**src/design/cfv_pkg.sv**
```systemverilog
// Shared types, constants and the end-around adder of the checksum frame verifier.
package cfv_pkg;

    // Header is payload length (2 bytes) then checksum (2 bytes), little-endian.
    localparam logic [2:0] HEADER_BYTES = 3'd4;

    typedef enum logic [1:0] {
        STATUS_OK      = 2'd0,
        STATUS_SHORT   = 2'd1,
        STATUS_BAD_SUM = 2'd2
    } status_t;

    typedef struct packed {
        status_t     status;
        logic [15:0] computed_checksum;
        logic [15:0] frame_length;
    } cfv_result_t;

    // 16-bit ones' complement add: carry out wraps back into bit 0.
    function automatic logic [15:0] ones_add(input logic [15:0] a, input logic [15:0] b);
        logic [16:0] s;
        s = {1'b0, a} + {1'b0, b};
        return s[15:0] + {15'h0000, s[16]};
    endfunction

endpackage

```
**src/design/cfv_if.sv**
```systemverilog
// Valid/ready channel interfaces for the byte stream and the frame report.
interface cfv_byte_if;
    logic       valid;
    logic       ready;
    logic [7:0] data_byte;
    logic       buffer_end;

    modport source (output valid, output data_byte, output buffer_end, input ready);
    modport sink   (input valid, input data_byte, input buffer_end, output ready);
endinterface

interface cfv_report_if;
    logic              valid;
    logic              ready;
    cfv_pkg::status_t  status;
    logic [15:0]       computed_checksum;
    logic [15:0]       frame_length;

    modport source (output valid, output status, output computed_checksum,
                    output frame_length, input ready);
    modport sink   (input valid, input status, input computed_checksum,
                    input frame_length, output ready);
endinterface

```
**src/design/cfv_frame_core.sv**
```systemverilog
// Frame state and checksum datapath: one byte per step, one end-around add.
module cfv_frame_core (
    input  logic                 clk,
    input  logic                 rst_n,
    input  logic                 step,
    input  logic [7:0]           data_byte,
    input  logic                 buffer_end,
    output logic                 emit,
    output cfv_pkg::cfv_result_t result
);

    logic [2:0]  hdr_count_reg, hdr_count_next;
    logic [15:0] plen_reg, plen_next;
    logic [15:0] exp_reg, exp_next;
    logic [15:0] sum_reg, sum_next;
    logic [15:0] seen_reg, seen_next;
    logic [7:0]  pend_reg, pend_next;
    logic        payload_phase;
    logic        complete;
    logic [15:0] addend;
    logic [15:0] sum_add;
    logic [15:0] chk;

    assign payload_phase = (hdr_count_reg == cfv_pkg::HEADER_BYTES);

    // Odd byte: pad with zero so the add also gives the final sum;
    // even byte: completes the word with the pending low byte.
    always_comb
    begin
        if (!payload_phase)
            addend = 16'h0000;
        else if (seen_reg[0])
            addend = {data_byte, pend_reg};
        else
            addend = {8'h00, data_byte};
    end

    assign sum_add = cfv_pkg::ones_add(sum_reg, addend);
    assign chk     = ~sum_add;

    always_comb
    begin
        hdr_count_next = hdr_count_reg;
        plen_next      = plen_reg;
        exp_next       = exp_reg;
        sum_next       = sum_reg;
        seen_next      = seen_reg;
        pend_next      = pend_reg;
        complete       = 1'b0;
        if (!payload_phase)
        begin
            case (hdr_count_reg[1:0])
                2'd0:    plen_next[7:0]  = data_byte;
                2'd1:    plen_next[15:8] = data_byte;
                2'd2:    exp_next[7:0]   = data_byte;
                default: exp_next[15:8]  = data_byte;
            endcase
            hdr_count_next = hdr_count_reg + 3'd1;
            complete = (hdr_count_next == cfv_pkg::HEADER_BYTES) && (plen_reg == 16'h0000);
        end
        else
        begin
            if (seen_reg[0])
                sum_next = sum_add;
            else
                pend_next = data_byte;
            seen_next = seen_reg + 16'd1;
            complete  = (seen_next == plen_reg);
        end
    end

    assign emit = complete || buffer_end;

    always_comb
    begin
        result.computed_checksum = chk;
        result.frame_length      = plen_next;
        if (!complete)
            result.status = cfv_pkg::STATUS_SHORT;
        else if (chk == exp_next)
            result.status = cfv_pkg::STATUS_OK;
        else
            result.status = cfv_pkg::STATUS_BAD_SUM;
    end

    always_ff @(posedge clk or negedge rst_n)
    begin
        if (!rst_n)
        begin
            hdr_count_reg <= '0;
            plen_reg      <= '0;
            exp_reg       <= '0;
            sum_reg       <= '0;
            seen_reg      <= '0;
            pend_reg      <= '0;
        end
        else if (step)
        begin
            if (emit)
            begin
                // Report issued: wait for a fresh frame.
                hdr_count_reg <= '0;
                plen_reg      <= '0;
                exp_reg       <= '0;
                sum_reg       <= '0;
                seen_reg      <= '0;
                pend_reg      <= '0;
            end
            else
            begin
                hdr_count_reg <= hdr_count_next;
                plen_reg      <= plen_next;
                exp_reg       <= exp_next;
                sum_reg       <= sum_next;
                seen_reg      <= seen_next;
                pend_reg      <= pend_next;
            end
        end
    end

endmodule

```
**src/design/checksum_frame_verifier.sv**
```systemverilog
// Top level of the checksum frame verifier: input stage, frame core, report register.
// Checks frames of the form length (2 bytes, LE), checksum (2 bytes, LE), payload,
// against the inverted 16-bit ones' complement sum of the payload (bytes paired low
// then high, odd last byte padded with zero). One byte is taken per cycle on the
// frame channel, sustained, as long as the report channel is not stalled. A byte
// is registered in the input stage on acceptance and moves into the frame core when
// the report register has room; the report is then registered in the report register
// from the byte that closed the frame (a completed payload, a zero-length header, or a
// byte flagged buffer_end).
// Status: ok, not enough data (buffer ended first), or invalid checksum. A byte
// that completes the frame and also carries buffer_end is reported as complete.
// After each report the block expects a new header. frame.ready follows
// report.ready combinationally whenever a byte waits in the input stage while a
// report is held in the output register.
module checksum_frame_verifier (
    input logic          clk,
    input logic          rst_n,
    cfv_byte_if.sink     frame,
    cfv_report_if.source report
);

    // Input stage
    logic       in_valid_reg;
    logic [7:0] in_byte_reg;
    logic       in_last_reg;

    // Report register
    logic                 out_valid_reg, out_valid_next;
    cfv_pkg::cfv_result_t out_reg;

    logic                 advance;
    logic                 emit;
    cfv_pkg::cfv_result_t result;

    // The held byte moves into the core when the report register has room;
    // an item that yields no report still needs that room so nothing is lost.
    assign advance     = in_valid_reg && (!out_valid_reg || report.ready);
    assign frame.ready = !in_valid_reg || advance;

    always_ff @(posedge clk or negedge rst_n)
    begin
        if (!rst_n)
            in_valid_reg <= 1'b0;
        else if (frame.ready)
            in_valid_reg <= frame.valid;
    end

    always_ff @(posedge clk)
    begin
        if (frame.valid && frame.ready)
        begin
            in_byte_reg <= frame.data_byte;
            in_last_reg <= frame.buffer_end;
        end
    end

    cfv_frame_core u_core (
        .clk        (clk),
        .rst_n      (rst_n),
        .step       (advance),
        .data_byte  (in_byte_reg),
        .buffer_end (in_last_reg),
        .emit       (emit),
        .result     (result)
    );

    // A report held in the report register stays until taken.
    assign out_valid_next = (out_valid_reg && !report.ready) || (advance && emit);

    always_ff @(posedge clk or negedge rst_n)
    begin
        if (!rst_n)
            out_valid_reg <= 1'b0;
        else
            out_valid_reg <= out_valid_next;
    end

    always_ff @(posedge clk)
    begin
        if (advance && emit)
            out_reg <= result;
    end

    assign report.valid             = out_valid_reg;
    assign report.status            = out_reg.status;
    assign report.computed_checksum = out_reg.computed_checksum;
    assign report.frame_length      = out_reg.frame_length;

endmodule

```
**src/flat_wrapper.sv**
```systemverilog
// flat-port wrapper written by rule: the top's interface ports become plain ports
module checksum_frame_verifier_flat 
  (clk, rst_n, frame_valid, frame_data_byte, frame_buffer_end, frame_ready, report_valid, report_status, report_computed_checksum, report_frame_length, report_ready);
  cfv_byte_if frame_i ();
  cfv_report_if report_i ();
  input logic clk;
  input logic rst_n;
  input wire logic [$bits(frame_i.valid)-1:0] frame_valid;
  input wire logic [$bits(frame_i.data_byte)-1:0] frame_data_byte;
  input wire logic [$bits(frame_i.buffer_end)-1:0] frame_buffer_end;
  output wire logic [$bits(frame_i.ready)-1:0] frame_ready;
  output wire logic [$bits(report_i.valid)-1:0] report_valid;
  output wire logic [$bits(report_i.status)-1:0] report_status;
  output wire logic [$bits(report_i.computed_checksum)-1:0] report_computed_checksum;
  output wire logic [$bits(report_i.frame_length)-1:0] report_frame_length;
  input wire logic [$bits(report_i.ready)-1:0] report_ready;
  assign frame_i.valid = frame_valid;
  assign frame_i.data_byte = frame_data_byte;
  assign frame_i.buffer_end = frame_buffer_end;
  assign frame_ready = frame_i.ready;
  assign report_valid = report_i.valid;
  assign report_status = report_i.status;
  assign report_computed_checksum = report_i.computed_checksum;
  assign report_frame_length = report_i.frame_length;
  assign report_i.ready = report_ready;
  checksum_frame_verifier u_core (.clk(clk), .rst_n(rst_n), .frame(frame_i), .report(report_i));
endmodule
```
**config.mk**
```make
export PLATFORM = sky130hd
export DESIGN_NAME = checksum_frame_verifier_flat
export DESIGN_NICKNAME = d
export VERILOG_FILES = /design/src/design/cfv_pkg.sv /design/src/design/cfv_if.sv /design/src/design/cfv_frame_core.sv /design/src/design/checksum_frame_verifier.sv /design/src/flat_wrapper.sv
export SDC_FILE = /design/constraint.sdc
export NUM_CORES = 1
export LEC_CHECK = 0
export ABC_AREA = 1
export BUFFER_PORTS_ARGS = -buffer_cell sky130_fd_sc_hd__buf_2
export CORE_MARGIN = 3
export CORE_UTILIZATION = 50
export DETAILED_ROUTE_END_ITERATION = 6
export PLACE_DENSITY = 0.68
export SYNTH_ARGS = -nofsm -noshare
export SYNTH_HDL_FRONTEND = slang
export SYNTH_HIERARCHICAL = 1
export SYNTH_SLANG_ARGS = --single-unit
```
**constraint.sdc**
```tcl
create_clock -name clk -period 6.3 [get_ports clk]
set_input_delay 0.945 -clock clk [delete_from_list [all_inputs] [get_ports clk]]
set_output_delay 0.945 -clock clk [all_outputs]
set_load 0.01 [all_outputs]
```
==> metrics, run 1 <==
outcome complete, no violations; post-route minimum period slightly above 5 ns; Synth-to-Final Area Change 12.6%; first-pass GRT wire length 33.2 mm; WL final about 21 mm; root buf cell clkbuf_16; syn_area_per_cell 7.21 sq um; critical path depth 34; vias between 7,000 and 8,000; sequential fraction of the synthesis area 41.5%; post-synthesis async set-or-reset flop share approximately 64%; largest fanout on the critical path 10; htree depth 4; Yosys top cell area share roughly 25%; Starting Density a little over half; num rows 44; Synth warnings 6; WP data required ~6.5 ns; Core Box Area between 10,000 and 15,000 sq um; Place WS 1.24 ns; LEAKAGE between 0.004 and 0.005 uW; FF+latch count, synth 120; Critical Path Max Stage Delay about 0.42 ns; Final Setup Violations 0; Pins Over Slew Limit 0; top post-synthesis cells by area dfrtp_1 (25%), nand2_1 (19%), edfxtp_1 (17%); Register Area 3220 sq um; Crit path buffers/inverters 6; final hold vios 0; synth unique cells about 40; max_slew headroom about 33%; Top Ports between 40 and 50; Overflow after GRT 0; r2r setup slk between 1 and 1.5 ns; setup bufs post-CTS 0; CTS tree yes; reg2reg path depth 34; clk slew on worst S/H paths roughly 0.060 ns; top cell type by total area after synthesis dfrtp_1; post-synthesis instance area a little under 8000 sq um; count leader, synth nand2_1; final period utilization roughly 80%; Syn Nets 1,113; PortBufs 48; worst-skew pair later-pin latency between 0.4 and 0.5 ns; Die H 130 um; Worst Setup Start Kind flip-flop; Max Cap Viol 0; prevailing post-synth register cell dfrtp_1; Clock Path Buffers 2; 1st-iter DRT viols roughly 670; antenna violations before repair 0; Die Width ~130 um; Post-synth EDFFs 43; global placer's final weighted congestion around 0.94; DP Wirelength between 15 and 20 mm; Hold/Removal Path Class in2async; Hold Slack just under 0.4 ns; CP Capture Type flip-flop; Clock Skews approximately 0.013 ns; TritonRoute pass-1 iters 5; pwr dens ~300 nW/um^2; CTS Sinks between 100 and 150; f_max about 200 MHz; WL/cell about 16 um; Final #Nets 1,157; Critical-path top delay cell dfrtp_1; pin count of the biggest net entering global routing 78; share of post-route cells with drive strength above 1 10.5%; Crit path max-delay family simple AND/OR/NAND/NOR gates; Final WS setup about 1.2 ns; Post-synth top cells nand2_1 (383), inv_1 (153), nand3_1 (112), dfrtp_1 (77), nor2_1 (74); Synth Instances 1,075; Total GRT Usage around a quarter; CP arrival around 5.3 ns; n_diodes 0; Reg-to-Reg End u_core/report.status[1]; drt drc 0; DR vias/cell ~5.4; Worst Setup Path Type reg2reg; unrepaired setup endpoints after global routing no; post-cts resize count 0; Detail Route Antenna Nets 0; CP most frequent cell nand2_1; vias in the first global route 6,479; power consumption ~2600 uW; Die Area ~17,000 sq um; Slew @ Worst Pin just over 1 ns; fill count 1,430; cts bufs inserted 17; Post-CTS Hold Fix Bufs 0; VDD IR max 0.297 mV; Fin Setup TNS 0 ns; reg2reg start u_core/u_core/hdr_count_reg[0]; multi-input logic area 3780 sq um
[worst max-delay path by stage]
stage	to	startpoint
6_report	u_core/report.status[1]	u_core/u_core/hdr_count_reg[0]
4_1_cts	u_core/report.status[1]	u_core/u_core/hdr_count_reg[0]
2_1_floorplan	u_core/report.status[1]	u_core/u_core/seen_reg[0]
3_3_place_gp	u_core/report.status[1]	u_core/u_core/hdr_count_reg[0]
5_1_grt	u_core/report.status[1]	u_core/u_core/hdr_count_reg[0]
3_5_place_dp	u_core/report.status[1]	u_core/u_core/hdr_count_reg[0]
[per-stage QoR]
| stage | area [sq um] | util [%] | cells |
|---|---|---|---|
| floorplan | 7750 | - | 1075 |
| global placement | 8100 | 54.5 | 1284 |
| detailed placement | 8100 | 54.5 | 1284 |
| CTS | 8720 | 58.7 | 1316 |
| global route | 8720 | 58.7 | 1316 |
| finish | 8720 | 58.7 | 1316 |
[layout make-up]
cell class              count  share of cell area (%)
inverters                 159                    6.85
flip-flops and latches    120                    36.9
multi-input cells         769                    43.4
clock inverters            13                    2.04
repair buffers             52                    3.13
clock buffers              19                    5.08
well taps                 184                    2.64
[cells by family after synthesis]
logic type	synth area share, %
simple gates	35.0
buf+inv	9.72
flops	41.5
compound gates	7.62
fa+ha+maj	4.14
xor+xnor	1.99
[routing by layer]
layer	global-route usage [%]	share of wire, %	vias up
li1	-	-	3547
met1	37.7	48	3346
met2	38.3	44	262
met3	4.47	7.2	17
met4	6.11	1.2	0
met5	0	0	-
[placed cells by master (no fill, tap or decap), types with 5 or more instances in the layout]
master	count
nand3_1	112
nand4_1	21
buf_2	47
o22ai_1	22
nor2_1	74
inv_2	5
ha_1	24
a21oi_1	18
o21ai_0	40
clkbuf_16	17
dfrtp_1	77
nor3_1	9
nand2_1	383
xor2_1	11
inv_1	152
nor2_4	5
edfxtp_1	43
buf_4	5
o22ai_2	9
[worst register-to-register path, delay by kind of cell (launching register included)]
kind | cells | cell delay [ns]
and+or+nand+nor | 19 | 2.09
adders and majority gates | 4 | 1.04
AOI/OAI and AO/OA | 5 | 0.67
buffers and inverters | 6 | 0.63
DFF | 1 | 0.42
[where the power goes]
part / total [uW] / internal (uW) / leakage, uW / switching, uW
Combinational: 641 / 199 / 0.00271 / 441
Clock: 1020 / 668 / 0.000294 / 348
Sequential: 980 / 917 / 0.00141 / 63.4
No activity file was read; power rests on OpenSTA's default activity.
==> run 2: changes to the inputs <==
--- a/config.mk
+++ b/config.mk
@@ -10,7 +10,7 @@
 export CORE_MARGIN = 3
 export CORE_UTILIZATION = 50
 export DETAILED_ROUTE_END_ITERATION = 6
-export PLACE_DENSITY = 0.68
+export PLACE_DENSITY = 0.7
 export SYNTH_ARGS = -nofsm -noshare
 export SYNTH_HDL_FRONTEND = slang
 export SYNTH_HIERARCHICAL = 1
==> constraint.sdc (replaced) <==
create_clock -name clk -period 4.2 [get_ports clk]
set_input_delay 0.63 -clock clk [delete_from_list [all_inputs] [get_ports clk]]
set_output_delay 0.63 -clock clk [all_outputs]
set_load 0.01 [all_outputs]
==> metrics, run 2 (same netlist as run 1, synthesis figures left out) <==
Critical Path Max Stage Delay 0.38 ns (-0.04 ns); Crit path buffers/inverters 5 (-1); Total GRT Usage 27.4% (+2.2 points); Overflow after GRT 0 (unchanged); Top Ports 49 (unchanged); Starting Density 52.1% (unchanged); unrepaired setup endpoints after global routing yes; num rows 44 (unchanged); Layout Utilization 65.7% (+7.0 points); final period utilization 98.4% (+17 points); Clock Path Buffers 2 (unchanged); pin count of the biggest net entering global routing 78 (unchanged); Fin Setup TNS 0 ns (unchanged); global placer's final weighted congestion 0.928 (-1.5%); commonest non-fill, non-tap cell in the layout nand2_1; Post-CTS Hold Fix Bufs 0 (unchanged); failing checks design-rule violations; cts bufs inserted 17 (unchanged); htree depth 4 (unchanged); final hold vios 0 (unchanged); n_diodes 0 (unchanged); multi-input logic area 4090 sq um (+8.2%); PortBufs 48 (unchanged); Detail Route Antenna Nets 0 (unchanged); Crit path max-delay family simple AND/OR/NAND/NOR gates; WL final 22.6 mm (+8.8%); vias in the first global route 7,016 (+8.3%); first-pass GRT wire length 35.7 mm (+7.6%); WP data required 4.37 ns (-2.10 ns); share of post-route cells with drive strength above 1 23.5% (+13 points); Core Box Area 14,900 sq um (unchanged); Hold/Removal Path Class in2async; f_max 242 MHz (+24%); most frequent cells in the layout nand2_1 (369), inv_1 (140), nand3_1 (104), buf_4 (99), dfrtp_1 (77); Final #Nets 1,258 (+8.7%); TritonRoute pass-1 iters 7 (+2); vias 7,751 (+8.1%); CTS Sinks 120 (unchanged); CTS tree yes; Clock Skews 0.0118 ns (-0.000870 ns); drt drc 5 (+5); WL/cell 16.0 um (+1.1%); Die H 130 um (unchanged); Register Area 3220 sq um (unchanged); CP arrival 4.30 ns (-0.98 ns); 1st-iter DRT viols 869 (+30%); worst-skew pair later-pin latency 0.42 ns (about the same); antenna violations before repair 0 (unchanged); pwr dens 412 nW/um^2 (+36%); DP Wirelength 16.0 mm (+5.4%); Critical-path top delay cell dfrtp_1; clk slew on worst S/H paths 0.06 ns (about the same); Worst Setup Path Type reg2reg; CP Capture Type flip-flop; VDD IR max 0.384 mV (+29%); Die Area 17,000 sq um (unchanged); Slew @ Worst Pin 1.04 ns (+0.0355 ns); Die Width 130 um (unchanged); max_slew headroom 30.5% (-2.2 points); DR vias/cell 5.47 (+0.37%); Worst Setup Start Kind flip-flop; fill count 1,252 (-12%); post-route minimum period 4.13 ns (-0.978 ns); Pins Over Slew Limit 0 (unchanged); root buf cell clkbuf_16; Synth-to-Final Area Change 26.0%; LEAKAGE 0.00491 uW (+11%); outcome finished, violations left; largest fanout on the critical path 4 (-6); Max Cap Viol 0 (unchanged); power consumption 4020 uW (+52%); Final Setup Violations 0 (unchanged)
run 2: cell types whose count changed in the layout (fill, tap and decap cells not counted), sizes merged:
cell	change
bufinv	-3
buf	+101
clkinv	+1
inv	+4
clkbuf	-2
run 2: layer usage:
metal | vias to the layer above | GRT usage (%) | share of wire [%]
met2 | 368 | 40.7 | 43
li1 | 3763 | - | -
met3 | 49 | 5.16 | 8.3
met5 | - | 0 | 0
met1 | 3571 | 40.3 | 46
met4 | 0 | 9.38 | 2.9
run 2: timing repair:
item / in CTS / in global routing
setup endpoints to repair: 9 / 17
gates cloned: 0 / 0
gates resized for setup: 48 / 49
pin swaps: 29 / 47
endpoints found under the hold margin: 0 / 0
setup buffers: 24 / 8
run 2: path summary, 6_finish.rpt:
path                                                     start                          to  slack, ns  cells after the start
worst max register to register  u_core/u_core/hdr_count_reg[0]     u_core/report.status[1]       0.07                     32
worst min-delay path                                     rst_n  u_core/u_core/plen_reg[14]       0.39                      1
min in group clk                            frame_data_byte[3]       u_core/in_byte_reg[3]       0.39                      1
worst max-delay path            u_core/u_core/hdr_count_reg[0]     u_core/report.status[1]       0.07                     32
worst min register to register       u_core/u_core/pend_reg[3]   u_core/u_core/pend_reg[3]       0.48                      2
max in group asynchronous                                rst_n  u_core/u_core/seen_reg[10]       3.12                      1
run 2: where the power goes:
| group | switching, uW | total, uW | leakage (uW) | internal [uW] |
|---|---|---|---|---|
| sequential | 80.0 | 1450 | 0.00141 | 1370 |
| combinational | 767 | 1190 | 0.00324 | 424 |
| clock | 561 | 1370 | 0.000265 | 813 |
| total | 1410 | 4020 | 0.00491 | 2610 |
run 2: metrics by stage:
| step | area, sq um | setup WS, ns | hold WS [ns] | std cells |
|---|---|---|---|---|
| after CTS | 9560 | 0.00328 | 0.373 | 1410 |
| after detailed placement | 8640 | -0.252 | 0.460 | 1354 |
| final | 9760 | 0.0662 | 0.388 | 1417 |
| after global routing | 9760 | -0.166 | 0.374 | 1417 |
| after floorplan | 7750 | 0.0322 | 0.334 | 1075 |
| after global placement | 8640 | -0.0516 | 0.459 | 1354 |
run 2: final cells by class:
type	count	share of cell area, %
inverters	159	6.17
clock buffers	17	4.36
well taps	184	2.36
multi-input cells	769	41.9
repair buffers	153	10.9
flip-flops and latches	120	33.0
clock inverters	15	1.31
